File: config.mk
export PLATFORM = sky130hd
export DESIGN_NAME = pgbd_ctrl
export DESIGN_NICKNAME = d
export VERILOG_FILES = /design/src/rtl/pgbd_pkg.sv /design/src/rtl/pgbd_ctrl.sv
export SDC_FILE = /design/constraint.sdc
export NUM_CORES = 1
export LEC_CHECK = 0
export BUFFER_PORTS_ARGS = -buffer_cell sky130_fd_sc_hd__buf_2
export CAP_MARGIN = 20
export CELL_PAD_IN_SITES_DETAIL_PLACEMENT = 1
export CELL_PAD_IN_SITES_GLOBAL_PLACEMENT = 1
export CORE_UTILIZATION = 32
export CTS_BUF_LIST = sky130_fd_sc_hd__clkbuf_8 sky130_fd_sc_hd__clkbuf_16
export DETAILED_ROUTE_END_ITERATION = 10
export GPL_TIMING_DRIVEN = 0
export HOLD_SLACK_MARGIN = 0.1
export PLACE_DENSITY_LB_ADDON = 0.2
export SLEW_MARGIN = 25
export SYNTH_ARGS = -nofsm -noshare
export SYNTH_HDL_FRONTEND = slang
export SYNTH_SLANG_ARGS = --single-unit
File: constraint.sdc
create_clock -name clock -period 4.19 [get_ports clock]
set_input_delay 0 -clock clock [delete_from_list [all_inputs] [get_ports clock]]
set_output_delay 0 -clock clock [all_outputs]
set_load 0.02 [all_outputs]
File: src/rtl/pgbd_pkg.sv
// Shared types, constants and register codes for the packed gray box downscaler.
package pgbd_pkg;

   localparam int MAX_DEST_WIDTH  = 1024;
   localparam int MAX_SRC_DIM     = 4096;
   localparam int SCALE_FRAC_BITS = 16;
   localparam int SCALE_ONE       = 1 << SCALE_FRAC_BITS;
   localparam int SUM_W           = 32;
   // One column can collect a full 4096 by 4096 frame, so the count needs 25 bits.
   localparam int CNT_W           = 25;

   typedef enum logic [2:0] {
      CSR_BPS        = 3'd0,
      CSR_SRC_WIDTH  = 3'd1,
      CSR_SRC_HEIGHT = 3'd2,
      CSR_DST_WIDTH  = 3'd3,
      CSR_DST_HEIGHT = 3'd4,
      CSR_SCALE_X    = 3'd5,
      CSR_SCALE_Y    = 3'd6
   } csr_index_type;

   typedef enum logic [3:0] {
      ST_CLEAR,
      ST_IDLE,
      ST_ROW,
      ST_FLAG,
      ST_READ,
      ST_UPD,
      ST_DIV,
      ST_FLUSH,
      ST_ADV,
      ST_LAST
   } state_type;

   typedef struct packed {
      logic clr_step;
      logic accept;
      logic row_mul;
      logic row_flag;
      logic rd;
      logic upd;
      logic div_start;
      logic load_pend;
      logic pend_clr;
      logic advance;
   } cmd_type;

   typedef struct packed {
      logic cfg_wr;
      logic clr_done;
      logic col_zero;
      logic emit;
      logic div_done;
      logic row_break;
      logic last_sample;
      logic pend_valid;
   } status_type;

endpackage

File: src/rtl/pgbd_ctrl.sv
// Controller state machine sequencing samples, divisions and result hand-off.
module pgbd_ctrl (
   input  logic                 clock,
   input  logic                 reset,
   input  pgbd_pkg::status_type status,
   input  logic                 req_valid,
   output logic                 req_ready,
   output logic                 rsp_valid,
   input  logic                 rsp_ready,
   output logic                 rsp_last_of_item,
   output pgbd_pkg::cmd_type    cmd
);
   import pgbd_pkg::*;

   state_type state_ff, state_in;

   always_ff @(posedge clock) begin
      if (reset) begin
         state_ff <= ST_CLEAR;
      end else begin
         state_ff <= state_in;
      end
   end

   always_comb begin
      state_in         = state_ff;
      cmd              = '0;
      req_ready        = 1'b0;
      rsp_valid        = 1'b0;
      rsp_last_of_item = 1'b0;
      case (state_ff)
         ST_CLEAR: begin
            cmd.clr_step = 1'b1;
            if (status.clr_done) begin
               state_in = ST_IDLE;
            end
         end
         ST_IDLE: begin
            // An item is not taken in the cycle of a register write.
            req_ready = !status.cfg_wr;
            if (req_valid && !status.cfg_wr) begin
               cmd.accept = 1'b1;
               state_in   = status.col_zero ? ST_ROW : ST_READ;
            end
         end
         ST_ROW: begin
            cmd.row_mul = 1'b1;
            state_in    = ST_FLAG;
         end
         ST_FLAG: begin
            cmd.row_flag = 1'b1;
            state_in     = ST_READ;
         end
         ST_READ: begin
            cmd.rd   = 1'b1;
            state_in = ST_UPD;
         end
         ST_UPD: begin
            cmd.upd = 1'b1;
            if (status.emit) begin
               cmd.div_start = 1'b1;
               state_in      = ST_DIV;
            end else begin
               state_in = ST_ADV;
            end
         end
         ST_DIV: begin
            if (status.div_done) begin
               if (status.pend_valid) begin
                  state_in = ST_FLUSH;
               end else begin
                  cmd.load_pend = 1'b1;
                  state_in      = ST_ADV;
               end
            end
         end
         ST_FLUSH: begin
            // An earlier result of this item goes out; the new one takes its place.
            rsp_valid = 1'b1;
            if (rsp_ready) begin
               cmd.load_pend = 1'b1;
               state_in      = ST_ADV;
            end
         end
         ST_ADV: begin
            cmd.advance = 1'b1;
            if (status.row_break || status.last_sample) begin
               state_in = status.pend_valid ? ST_LAST : ST_IDLE;
            end else begin
               state_in = ST_READ;
            end
         end
         ST_LAST: begin
            rsp_valid        = 1'b1;
            rsp_last_of_item = 1'b1;
            if (rsp_ready) begin
               cmd.pend_clr = 1'b1;
               state_in     = ST_IDLE;
            end
         end
         default: begin
            state_in = ST_CLEAR;
         end
      endcase
      // A register write restarts the frame from a fresh clearing pass.
      if (status.cfg_wr) begin
         state_in = ST_CLEAR;
      end
   end

endmodule

==> results of run 1 <==
[layout make-up]
cell class	count	area [um^2]
inverters	4	15.0
flip-flops and latches	4	80.1
clock buffers	3	41.3
plain buffers	5	27.5
multi-input cells	56	382
repair buffers	26	140
well taps	15	18.8
fillers	200	678
[cells in the mapped netlist, types with 2 or more instances]
cell type,number,area share [%]
sky130_fd_sc_hd__nor2_1,9,6.7
sky130_fd_sc_hd__nand2b_1,5,6.2
sky130_fd_sc_hd__dfxtp_1,4,16
sky130_fd_sc_hd__inv_1,4,3.0
sky130_fd_sc_hd__nor3_1,4,4.0
sky130_fd_sc_hd__o21ai_0,4,4.0
sky130_fd_sc_hd__clkbuf_1,3,2.2
sky130_fd_sc_hd__mux2i_1,3,6.0
sky130_fd_sc_hd__a21oi_1,2,2.0
sky130_fd_sc_hd__and3_1,2,2.5
sky130_fd_sc_hd__nand2_1,2,1.5
sky130_fd_sc_hd__nand3b_1,2,3.0
sky130_fd_sc_hd__nor2b_1,2,2.5
sky130_fd_sc_hd__o211ai_1,2,3.0
[layer usage]
layer,vias up,share of wire (%),global-route usage (%),wire length [um]
met5,-,0,0,0
met4,0,1.6,6.45,25
met3,4,2.4,5.22,39
met2,16,48,31.3,760
met1,287,48,24.2,774
li1,317,-,-,-
[tightest hold or removal path: cells and delay by family]
kind          cells  cell delay (ps)
simple gates      2              200
buf+inv           1              130
mux               1               60
[worst max-delay path by stage]
| stage | cells past startpoint | endpoint | startpoint |
|---|---|---|---|
| after global placement | 5 | state_ff[3]$_SDFFE_PP0P_ | state_ff[2]$_SDFFE_PP0P_ |
| after detailed placement | 4 | state_ff[3]$_SDFFE_PP0P_ | state_ff[2]$_SDFFE_PP0P_ |
| after floorplan | 5 | state_ff[3]$_SDFFE_PP0P_ | state_ff[0]$_SDFFE_PP0P_ |
| after CTS | 5 | state_ff[2]$_SDFFE_PP0P_ | state_ff[2]$_SDFFE_PP0P_ |
| after global routing | 6 | state_ff[2]$_SDFFE_PP0P_ | state_ff[0]$_SDFFE_PP0P_ |
| final | 5 | state_ff[2]$_SDFFE_PP0P_ | state_ff[2]$_SDFFE_PP0P_ |
[placed cells by master (no fill, tap or decap), types with 2 or more instances in the layout]
master / count
sky130_fd_sc_hd__a21oi_1: 2
sky130_fd_sc_hd__and3_1: 2
sky130_fd_sc_hd__buf_2: 25
sky130_fd_sc_hd__clkbuf_1: 3
sky130_fd_sc_hd__clkbuf_8: 3
sky130_fd_sc_hd__dfxtp_1: 4
sky130_fd_sc_hd__dlygate4sd3_1: 2
sky130_fd_sc_hd__inv_1: 4
sky130_fd_sc_hd__mux2i_1: 3
sky130_fd_sc_hd__nand2_1: 2
sky130_fd_sc_hd__nand2b_1: 5
sky130_fd_sc_hd__nand3b_1: 2
sky130_fd_sc_hd__nor2_1: 9
sky130_fd_sc_hd__nor2b_1: 2
sky130_fd_sc_hd__nor3_1: 4
sky130_fd_sc_hd__o211ai_1: 2
sky130_fd_sc_hd__o21ai_0: 4
[through the flow]
stage          hold WS [ps]  util, %  area [um^2]  worst slack [ps]  power (mW)
4_1_cts                 227     51.0          704              2030       0.158
5_1_grt                 262     51.0          704              1900       0.167
2_1_floorplan          79.8        -          504              2310      0.0622
6_report                230     51.0          704              1980       0.156
3_5_place_dp            221     46.5          643              2530      0.0756
3_3_place_gp            219     46.5          643              2600      0.0747
[kinds of logic after synthesis]
| kind of cell | synth area share [%] |
|---|---|
| AO/OA/AOI/OAI | 25.3 |
| multiplexers | 5.96 |
| AND/OR/NAND/NOR | 44.4 |
| buffers and inverters | 8.43 |
| flip-flops | 15.9 |
[power by group]
part           internal, mW  switching (mW)
logic                0.0161          0.0206
clock network        0.0611          0.0183
registers            0.0393        0.000609
==> results.txt, run 1 <==
* Half-perimeter wire length after detailed placement: 1220 um
- Together, buffers and inverters on the worst path number 1.
* TritonCTS buffer count: 3
* Placed insts: 108
- Total detailed-routing wirelength: about 1600 um
- Post-synth net total: 81
* Highest Clock Rate: between 400 and 500 MHz
* FF-to-FF path depth: 5
- Number of antenna violations at the first check in global routing: 0
- Clock period minus final worst setup slack: 2210 ps
- Period utilisation layout: 52.9%
- Post-CTS sizing: 0
- Static Leak: 0.343 nW
* Final estimated routing congestion in global placement: 0.791
* Critical path class: reg2reg
- Delay-heaviest family, CP: simple AND/OR/NAND/NOR gates
* Routed wirelength normalized by instance count: 14.2 um
- Main synth FF type: sky130_fd_sc_hd__dfxtp_1
* FF-to-FF End: state_ff[2]$_SDFFE_PP0P_
- The worst setup path is captured at a flip-flop.
* Final count of negative-setup-slack endpoints: 0
* Area growth syn-to-layout: 39.7%
- For this design, the slowest cell found on the critical path is sky130_fd_sc_hd__or4b_1.
* Max Transition Viols Final: 0
* Initial standard-cell utilization of the core: 36.5%
- After synthesis the netlist holds a flip-flop and latch count of 4.
* Worst-case headroom to the max-slew limit: 71.4%
- The worst hold path begins at status[7].
- Detailed-route via count: 624
- Count of nets after finishing: 112
- Critical path, cell by cell: or4b_1 > o2bb2ai_1 > or3_4 > o41ai_2 > dlygate4sd3_1
- After synthesis the cells add up to 504 um^2.
- Total gr overflow: 0
- After clock tree synthesis, the clock-pin slew on the worst setup and hold paths is 30 ps.
- Arrival time worst endpoint: around 2300 ps
- Max-cap violations in this run came to 0.
- The finished layout holds 113 standard cells, fillers aside.
* Floorplan row count: 13
- The first global-routing pass estimated 2570 um of wire.
- In this run the number of H-tree levels came out at 1.
- The min-delay analysis places its worst path in the category in2reg.
- Counting instances, the worst hold path has a depth of 4.
- Counting flops with a built-in enable in the synthesized netlist gives 0.
- Count of distinct cell types in the synthesized netlist: 35
- The floorplan step set the die height to 41.7 um.
* Run status: complete, no violations
- The worst register-to-register path has a setup slack of about 2000 ps.
- The detailed router finished its first iteration with 9 violations.
- Ports placed on the boundary: 25
- Measured along the x axis, the die boundary spans 41.7 um.
- Global routing used 19.2% of the available tracks across all layers.
- The count of buffers added on input and output ports is 24.
- Counting every sink on the clock net gives 4.
* RSZ-0062 raised after global routing: false
- Highest fanout seen on the critical path: 7
- CTS root buf: sky130_fd_sc_hd__clkbuf_8
- The final count of hold timing violations was 0.
- The path with the worst hold slack has its endpoint at state_ff[3]$_SDFFE_PP0P_.
- Fraction of final layout cells sized beyond drive strength 1: roughly 34%
- Clock network latency to the later pin of the worst-skew pair: 220 ps
* RR Startpoint: state_ff[2]$_SDFFE_PP0P_
* Pin count of the biggest net entering global routing: 11
- The die covers approximately 1700 um^2.
* Ratio of routed vias to standard cells: 5.52
- Mean Syn Cell Area: between 7 and 8 um^2
- Nature of the critical path startpoint: flip-flop
- In the synthesized netlist the async set-or-reset flop fraction comes to 0%.
- Quantity of hold-fixing buffers added after cts: 2
- Biggest regs: state_ff (4)
- Counting flops per register, the top entry is state_ff.
- The number of global-route vias before repair came to around 600.
- Across the VDD grid, the largest voltage drop is 224 uV.
- Setup fix buffers added after clock tree synthesis: 0
- Setup skew after layout: 2.98 ps
- Largest buffer count on any clock path: 2
- Slew of the pin with the lowest slew margin: 423 ps
- Sequential area share after synthesis: 15.9%
- Synth warnings: 0
- Detailed Routing Iterations Pass 1: 4
* Final TNS setup: 0 ps
- Drc violations: 0
- Area inside the core boundary: 1380 um^2
- Flip-flop count of the largest register after layout: 4
- TritonCTS built the clock tree.
* ANT cells: 0
- Counting every instance in the synthesized netlist gives 69.
- Largest stage delay, worst path: ~600 ps
* Critical Path RT: 4290 ps
- The count of nets left with antenna violations once routing finished came out at 0.
* Power Dens Cells: 221 nW/um^2
(Power assumes the default switching activity.)
==> run 2: changes to the inputs <==
- CORE_ASPECT_RATIO: unset -> 0.75
- CORE_UTILIZATION: 32 -> 29
- clock period: 4.19 -> 2.3 ns (I/O delays scaled with it)
==> run 2 against run 1 <==
  * Hold slack got worse by 5.0 ps
  * Sequential share of layout area fell by 0.18 points
  * First-iteration DRC count rose by 11%
  * Register-to-register slack got worse by 1900 ps
  * Flip-flop and latch count did not move
  * Critical endpoint unchanged
  * Die area rose by 9.9%
  * Clock skew rose by 1.6 ps
  * Power rose by 86%
  * Critical path type unchanged
  * Count of clock-buffer cells in the layout did not move
  * Clock power rose by 90%
  * Setup slack got worse by 1900 ps
==> results.txt, run 2 (synthesized netlist as in run 1, its figures left out) <==
* Final TNS setup: 0 ps (unchanged)
* Initial DRC count: 10 (+1)
- The number of flip-flops under the largest register name is 4 (unchanged).
- The number of global-route vias before repair is 578 (-2.2%).
* Non-filler cells, final: 119 (+5.3%)
- Top reg by flops: state_ff
- The starting utilization of the core area is 32.6% (-3.9 points).
- TritonCTS Sinks: 4 (unchanged)
- Number of antenna violations at the first check in global routing: 0 (unchanged)
- Detailed-route via count: 644 (+3.2%)
- The share of power burned in combinational logic was 23.1% (-0.4 points).
- The global-route wire length before repair was 2720 um (+5.6%).
* Area inside the core boundary: 1550 um^2 (+12%)
- Setup repair after global routing left no endpoint under its margin.
* Total detailed-routing wirelength: 1710 um (+6.8%)
* Ports placed on the boundary: 25 (unchanged)
- The worst path arrival time was 2350 ps (+40 ps).
- The all-layer global routing usage is 20.1% (+0.93 points).
- Max Transition Viols Final: 0 (unchanged)
- Leading cell types in the layout, fill and taps excluded: sky130_fd_sc_hd__buf_2, sky130_fd_sc_hd__nor2_1, sky130_fd_sc_hd__nand2b_1
* Most frequent standard cell in the layout excluding fill and tap cells: sky130_fd_sc_hd__buf_2
- The weighted congestion reported at the end of routability-driven placement is 0.751 (-5.0%).
- Pin count of the biggest net entering global routing: 11 (unchanged)
- The maximum net fanout on the critical path was 10 (+3).
* Placed insts: 114 (+5.6%)
- The final count of hold timing violations was 0 (unchanged).
* Power Dens Cells: 406 nW/um^2 (+83%)
- The count of filler cells inserted in the layout is 216 (+8.0%).
- The required time of the critical path came to 2460 ps (-1830 ps).
- Relative contribution of the clock network to total power: 51.9% (+1.0 points)
- Total gr overflow: 0 (unchanged)
- Number of routed nets with antenna violations: 0 (unchanged)
* Floorplan row count: 12 (-1)
- The overall power was 291 uW (+86%).
- Max rail drop VDD: 357 uV (+60%)
* Share of total power in sequential cells: 25.1% (-0.5 points)
- The total of endpoints with negative setup slack in the final report is 0 (unchanged).
* Area growth syn-to-layout: 41.9%
- Switching component of the power: 77.9 uW (+97%)
- The buffer levels on the longest clock path was 2 (unchanged).
- Number of max-capacitance violations reported: 0 (unchanged)
- The count of buffers from port buffering was 24 (unchanged).
* H-tree levels: 1 (unchanged)
- The setup clock skew after layout came to 4.55 ps (+1.56 ps).
- By startpoint and endpoint, the worst setup path is classified as reg2reg.
* Routed wirelength normalized by instance count: 14.3 um (+1.4%)
- Nature of the critical path startpoint: flip-flop
- The internal power of the cells was 213 uW (+83%).
* Switching power as a share of total power: 26.8% (+1.5 points)
- Period utilisation layout: 94.9% (+42 points)
- Highest Clock Rate: 458 MHz (+1.5%)
- Half-perimeter wire length after detailed placement: 1240 um (+2.1%)
* Static Leak: 0.346 nW (+0.80%)
* Clock-pin slew on the worst setup and hold paths: 30 ps (about the same)
* Slew of the pin with the lowest slew margin: 535 ps (+112 ps)
* CP endpoint kind: flip-flop
- Die area: 1910 um^2 (+9.9%)
- Run status: complete, no violations
- CTS root buf: sky130_fd_sc_hd__clkbuf_8
* Drc violations: 0 (unchanged)
- TritonCTS built the clock tree.
- TritonCTS buffer count: 3 (unchanged)
* Path category of the worst min-delay check: in2reg
* Ratio of routed vias to standard cells: 5.41 (-2.0%)
* DIE HEIGHT: 38.1 um (-8.6%)
- The insertion delay of the later-clocked pin in the worst-skew pair was 220 ps (about the same).
* Width of the die: 50.2 um (+20%)
- Clock period minus final worst setup slack: 2180 ps (-32.7 ps)
- The antenna diode instance count was 0 (unchanged).
* Count of nets after finishing: 112 (unchanged)
* Detailed Routing Iterations Pass 1: 4 (unchanged)
- Biggest regs: state_ff (4)
- Fraction of final layout cells sized beyond drive strength 1: 34.7% (+1.0 points)
- Worst-case headroom to the max-slew limit: 63.8% (-7.6 points)
## run 2: cell types whose count changed in the layout (fill, tap and decap cells not counted)
cell                       before  now
sky130_fd_sc_hd__buf_2         25   24
sky130_fd_sc_hd__clkbuf_1       3    2
sky130_fd_sc_hd__clkbuf_2       0    1
sky130_fd_sc_hd__clkbuf_4       0    1
## run 2: power groups by stage
stage	combinational, mW	clock, mW	sequential [mW]
floorplan	0.0400	0	0.0734
global placement	0.0625	0	0.0735
detailed placement	0.0642	0	0.0737
CTS	0.0666	0.153	0.0728
global route	0.0736	0.158	0.0729
finish	0.0670	0.151	0.0728
## run 2: what timing repair did
item,4_1_cts,5_1_grt
hold buffers,2,0
gates resized for setup,0,3
buffers inserted,0,0
setup endpoints to repair,0,1
hold endpoints to repair,1,0
## run 2: routing by layer
layer | routed length [um] | share of wire [%] | up-vias | GRT usage, %
li1 | - | - | 312 | -
met1 | 816 | 48 | 308 | 24.6
met2 | 770 | 45 | 20 | 33.0
met3 | 88 | 5.2 | 4 | 5.95
met4 | 31 | 1.8 | 0 | 8.57
met5 | 0 | 0 | - | 0
## run 2: path summary, 6_finish.rpt
kind,start,slack (ps),cells after the start,to
worst min-delay path,status[7],230,4,state_ff[3]$_SDFFE_PP0P_
worst min register to register,state_ff[3]$_SDFFE_PP0P_,710,3,state_ff[3]$_SDFFE_PP0P_
worst max register to register,state_ff[3]$_SDFFE_PP0P_,120,6,state_ff[2]$_SDFFE_PP0P_
worst max-delay path,state_ff[3]$_SDFFE_PP0P_,120,6,state_ff[2]$_SDFFE_PP0P_
## run 2: critical path: stages (launching register included)
cell,delay [ps]
sky130_fd_sc_hd__dfxtp_1,390
sky130_fd_sc_hd__clkbuf_4,220
sky130_fd_sc_hd__nand3b_1,150
sky130_fd_sc_hd__nor3_1,90
sky130_fd_sc_hd__or3_4,410
sky130_fd_sc_hd__o41ai_2,280
sky130_fd_sc_hd__dlygate4sd3_1,590
## run 2: layout make-up
type | instances | area (um^2) | area share (%)
inverter | 4 | 15.0 | 2.10
multi-input combinational | 56 | 382 | 53.3
sequential | 4 | 80.1 | 11.2
buffer | 5 | 31.3 | 4.37
timing repair buffer | 26 | 140 | 19.6
clock buffer | 3 | 41.3 | 5.77
tap | 21 | 26.3 | 3.67
## run 2: through the flow
| stage | hold WS (ps) | setup slack [ps] | util, % | area (um^2) |
|---|---|---|---|---|
| 2_1_floorplan | 79.8 | 417 | - | 504 |
| 6_report | 225 | 118 | 46.3 | 716 |
| 4_1_cts | 222 | 150 | 46.0 | 712 |
| 5_1_grt | 254 | 4.15 | 46.3 | 716 |
| 3_5_place_dp | 222 | 690 | 42.1 | 651 |
| 3_3_place_gp | 217 | 723 | 42.1 | 651 |
